===== config.mk =====
export PLATFORM = sky130hd
export DESIGN_NAME = pvt_ram
export DESIGN_NICKNAME = d
export VERILOG_FILES = /design/src/rtl/core/pvt_ram.sv
export SDC_FILE = /design/constraint.sdc
export NUM_CORES = 2
export LEC_CHECK = 0
export BUFFER_PORTS_ARGS = -buffer_cell sky130_fd_sc_hd__buf_4
export CAP_MARGIN = 20
export CORE_ASPECT_RATIO = 0.7
export CORE_MARGIN = 8
export CORE_UTILIZATION = 40
export DETAILED_ROUTE_END_ITERATION = 10
export GPL_TIMING_DRIVEN = 0
export PLACE_DENSITY = 0.58
export REMOVE_ABC_BUFFERS = 1
export SYNTH_ARGS = -nofsm -noshare
export SYNTH_HDL_FRONTEND = slang
export SYNTH_SLANG_ARGS = --single-unit

===== constraint.sdc =====
create_clock -name clk -period 12.3 [get_ports clk]
set_clock_uncertainty 0.05 [all_clocks]
set_input_delay 1.23 -clock clk [delete_from_list [all_inputs] [get_ports clk]]
set_output_delay 1.23 -clock clk [all_outputs]
set_load 0.01 [all_outputs]

===== src/rtl/core/pvt_ram.sv =====
// ----------------------------------------------------------------------------
// pvt_ram
// Generic single-port-write, single-port-read RAM with registered read data.
// ----------------------------------------------------------------------------
module pvt_ram #(
  parameter int unsigned WIDTH = 48,
  parameter int unsigned DEPTH = 64
) (
  input  logic                     clk,
  input  logic                     wr_en,
  input  logic [$clog2(DEPTH)-1:0] wr_addr,
  input  logic [WIDTH-1:0]         wr_data,
  input  logic [$clog2(DEPTH)-1:0] rd_addr,
  output logic [WIDTH-1:0]         rd_data
);

  logic [WIDTH-1:0] mem [DEPTH];

  always_ff @(posedge clk) begin
    if (wr_en) begin
      mem[wr_addr] <= wr_data;
    end
    rd_data <= mem[rd_addr];
  end

endmodule


Word level (Yosys, flattened, before mapping)
Memories as Yosys holds them, arrays and structs flattened. A register that Yosys moved wholly into a read port is not among the register bits.
Index checks and enable logic that the tools add are counted.
{"block": "op_classes", "n_mux": 2}
{"op": "two-way mux 1 bit", "n": 2}
{"block": "totals", "register_bits": 0, "out_inout_bits": 48, "ram_bits": 3072, "n_memories": 1, "word_cells": 3, "input_bits": 62}
{"name": "mem", "depth": 64, "word_bits": 48, "read_ports": 1, "rd_clocked_by_memory_dff": 1, "write_ports": 1, "line": "17", "source": "logic [WIDTH-1:0] mem [DEPTH];"}

Logic depth before layout (Yosys ltp)
{"block": "depth", "ltp_word": 2, "mapped_depth": 9, "depth_no_buf": 5}

Worst setup path after synthesis
Ideal clock, no wire load.
{"block": "synth_path", "path_kind": "input to register", "startpoint": "input port wr_addr[3]", "endpoint": "memory mem[48][0], enable pin", "required_time_ps": 11737, "slack_ps": 6735, "t_arrival_ps": 5002, "n_path_buf": 1, "setup_ps": 513, "cell_stages": 4, "path_cell_list": "clkbuf_1 > nor2b_1 > nand4b_1 > nor3_1"}
{"element": "from (decl)", "line": "11", "source": "input logic [$clog2(DEPTH)-1:0] wr_addr,"}
{"element": "to (decl)", "line": "17"}
No word-level cell before the write port.

==> results by group <==
CTS
  – Post-CTS setup buffers: 0
  – CTS tree: done
  – Worst-Skew Late Latency: ~0.86 ns
  – Htree depth: 5
  – CTS resizes: 0
  – Total CTS buffers: between 300 and 400
  – Reg clk slew, reported paths: approximately 0.070 ns
  – Max clock buf depth: 4
  – Clock sinks: 3120
  – Hold_buf cts: 0
  – Clk root buf: clkbuf_16

Logic synthesis
  – Syn. warnings: 0
  – Synth Register Bits: roughly 3100
  – Top-count cell post-synth: edfxtp_1
  – Cell count after synthesis: 4970
  – Sequential area share after synthesis: 0.7959
  – Syn avg cell area: around 24 um2
  – Leading area contributor after synthesis: edfxtp_1
  – Main flop type after synthesis: edfxtp_1
  – Commonest cells post-synth: edfxtp_1, mux4_2, nor2_1
  – Top post-synthesis cells by area: edfxtp_1, mux4_2, dfxtp_1
  – Post-Syn Area: between 100000 and 150000 um2
  – Synth top area share: 0.7877
  – EDFF count, synth: around 3000
  – Synth unique cells: 36
  – Async set-reset flop share out of synthesis: 0

Worst hold path
  – Hold Startpoint: wr_addr[1]
  – Hold depth: 2
  – HP Class: input pin to register
  – WHS Endpoint: mem[49][2]$_DFFE_PP_

Placement
  – RePlAce Congestion: 0.6975
  – IO Port Bufs: ~110
  – Post-DP HPWL: slightly below 200 mm
  – Area post-placement: ~130000 um2
  – Pre-CTS setup slack: approximately 5.5 ns

Power
  – Tot Pwr: ~22 mW
  – Static Leak: roughly 42 nW
  – Maximum vdd ir drop: between 100 and 150 uV
  – PD cells: around 160 nW/um2

Finish
  – Post-route cell area: approximately 140000 um2
  – Area Overhead vs Synth: 16.19%
  – Nets: approximately 5400
  – Layout fillers: roughly 24000
  – Layout cells sized above 1: 0.2905

STA
  – Fin. max-slew vios: 0
  – Final TNS setup: 0 ns
  – Hold Vio Cnt, Final: 0
  – F_max: 176.9 MHz
  – Relative slew slack: 0.1906
  – Setup violators final: 0
  – Period minus WS final: between 5 and 6 ns
  – Unrepaired setup endpoints after global routing: false
  – Hold_ws: 0.7930 ns
  – Slew at the pin closest to its max-slew limit: 1.214 ns
  – Final WS setup: approximately 6.6 ns
  – Final cycle utilization of the critical path: 0.4596

Die
  – Initial core utilization: 0.4013
  – # rows: between 150 and 200
  – Chip height: 468.7 um
  – Core Area: about 300000 um2
  – Die X: about 660 um
  – Num ports: 110
  – Die footprint: between 300000 and 400000 um2

Drt
  – Routed wire length: 308.5 mm
  – Post-route ant nets: 0
  – Routed vias/inst: between 5 and 6
  – Iter 0 DRT Violations: between 7000 and 8000
  – Vias: 55780
  – Routed length per instance: 32.68 um
  – DR DRC count: 0
  – 1st-pass router iterations: 6

Setup path
  – Worst path bufs/invs: 6
  – Crit path max-delay family: buffers and inverters
  – Worst-case reg-to-reg path depth: 5
  – CP max stage delay: around 0.57 ns
  – CP max-delay cell: buf_16
  – Crit path max fanout: 102
  – Worst EP arrival: 6.31 ns
  – Crit path cell chain: buf_16, buf_16, buf_16, buf_16, buf_16, buf_16, mux4_2, mux2i_1, a211oi_1, a21oi_1, nor2_1
  – Critical setup path kind: input pin to register
  – Critical path required time: 12.96 ns
  – Setup crit end kind: register
  – R2r endpoint: rd_data[9]$_DFF_P_
  – CP startpoint kind: input pin
  – R2r setup slk: slightly below 10 ns
  – FF-to-FF Start: mem[63][9]$_DFFE_PP_
  – WP depth: 11
  – Most used cell, CP: buf_16

Run
  – Max-cap viol count: 0

Global routing
  – Vias in the first global route: 56120
  – Largest net degree at the start of global routing: 103
  – First-pass GRT wire length: between 400 and 500 mm
  – Initial antenna violation count: 11
  – Total GRT Usage: 0.1941
  – GR Overflow Total: 0

Outcome
  – Run status: completed
[power breakdown]
group	switching (mW)	internal (mW)	total (mW)	leakage, nW
clock	3.97	5.05	9.02	4.61
sequential	0.0225	11.8	11.8	28.0
combinational	0.638	0.408	1.05	9.20
[area by class of cell]
type                       instances  area, um2  area share
timing repair buffer             344       5654     0.04155
multi-input combinational       1568      22960      0.1687
clock inverter                   161       1381     0.01015
tap                             3864       4835     0.03553
antenna                            8      20.02   0.0001471
sequential                      3120      93210      0.6850
clock buffer                     373       8023     0.05896
[registers in the layout, indices dropped and copies added (netlist names)]
name and count:
mem 3072, rd_data 48
[per-stage QoR]
step,util,cells
after floorplan,-,4688
after global placement,0.4156,8661
after detailed placement,0.4340,8896
after CTS,0.4662,9430
after global routing,0.4663,9435
final,0.4663,9438
[kinds of logic after synthesis]
group | synth area share
DFF | 0.7959
muxes | 0.1515
AOI/OAI and AO/OA | 0.03024
buffers and inverters | 0.01279
and+or+nand+nor | 0.009572
[worst max-delay path by stage]
| stage | startpoint | end |
|---|---|---|
| after floorplan | wr_en | mem[48][0]$_DFFE_PP_ |
| after global placement | rd_addr[2] | rd_data[9]$_DFF_P_ |
| after detailed placement | rd_addr[0] | rd_data[45]$_DFF_P_ |
| after CTS | rd_addr[0] | rd_data[43]$_DFF_P_ |
| after global routing | rd_addr[0] | rd_data[12]$_DFF_P_ |
| final | rd_addr[0] | rd_data[12]$_DFF_P_ |
[metal layers]
layer | GRT usage | up-vias | wire (um)
met4 | 0.05559 | 4 | 9087
met3 | 0.03990 | 480 | 28050
met2 | 0.2919 | 2679 | 137700
met5 | 0 | - | 27
met1 | 0.2879 | 30360 | 133600
li1 | - | 22260 | -
[placed cells by master (no fill, tap or decap), types with 67 or more instances in the layout]
master | netlist | layout
clkbuf_16 | 0 | 309
mux4_2 | 754 | 754
edfxtp_1 | 3072 | 3072
a221oi_1 | 83 | 83
a22oi_1 | 72 | 72
a21oi_1 | 74 | 74
buf_12 | 0 | 174
buf_4 | 62 | 108
o22ai_1 | 122 | 122
nor2_1 | 132 | 67
(Power assumes the default switching activity.)
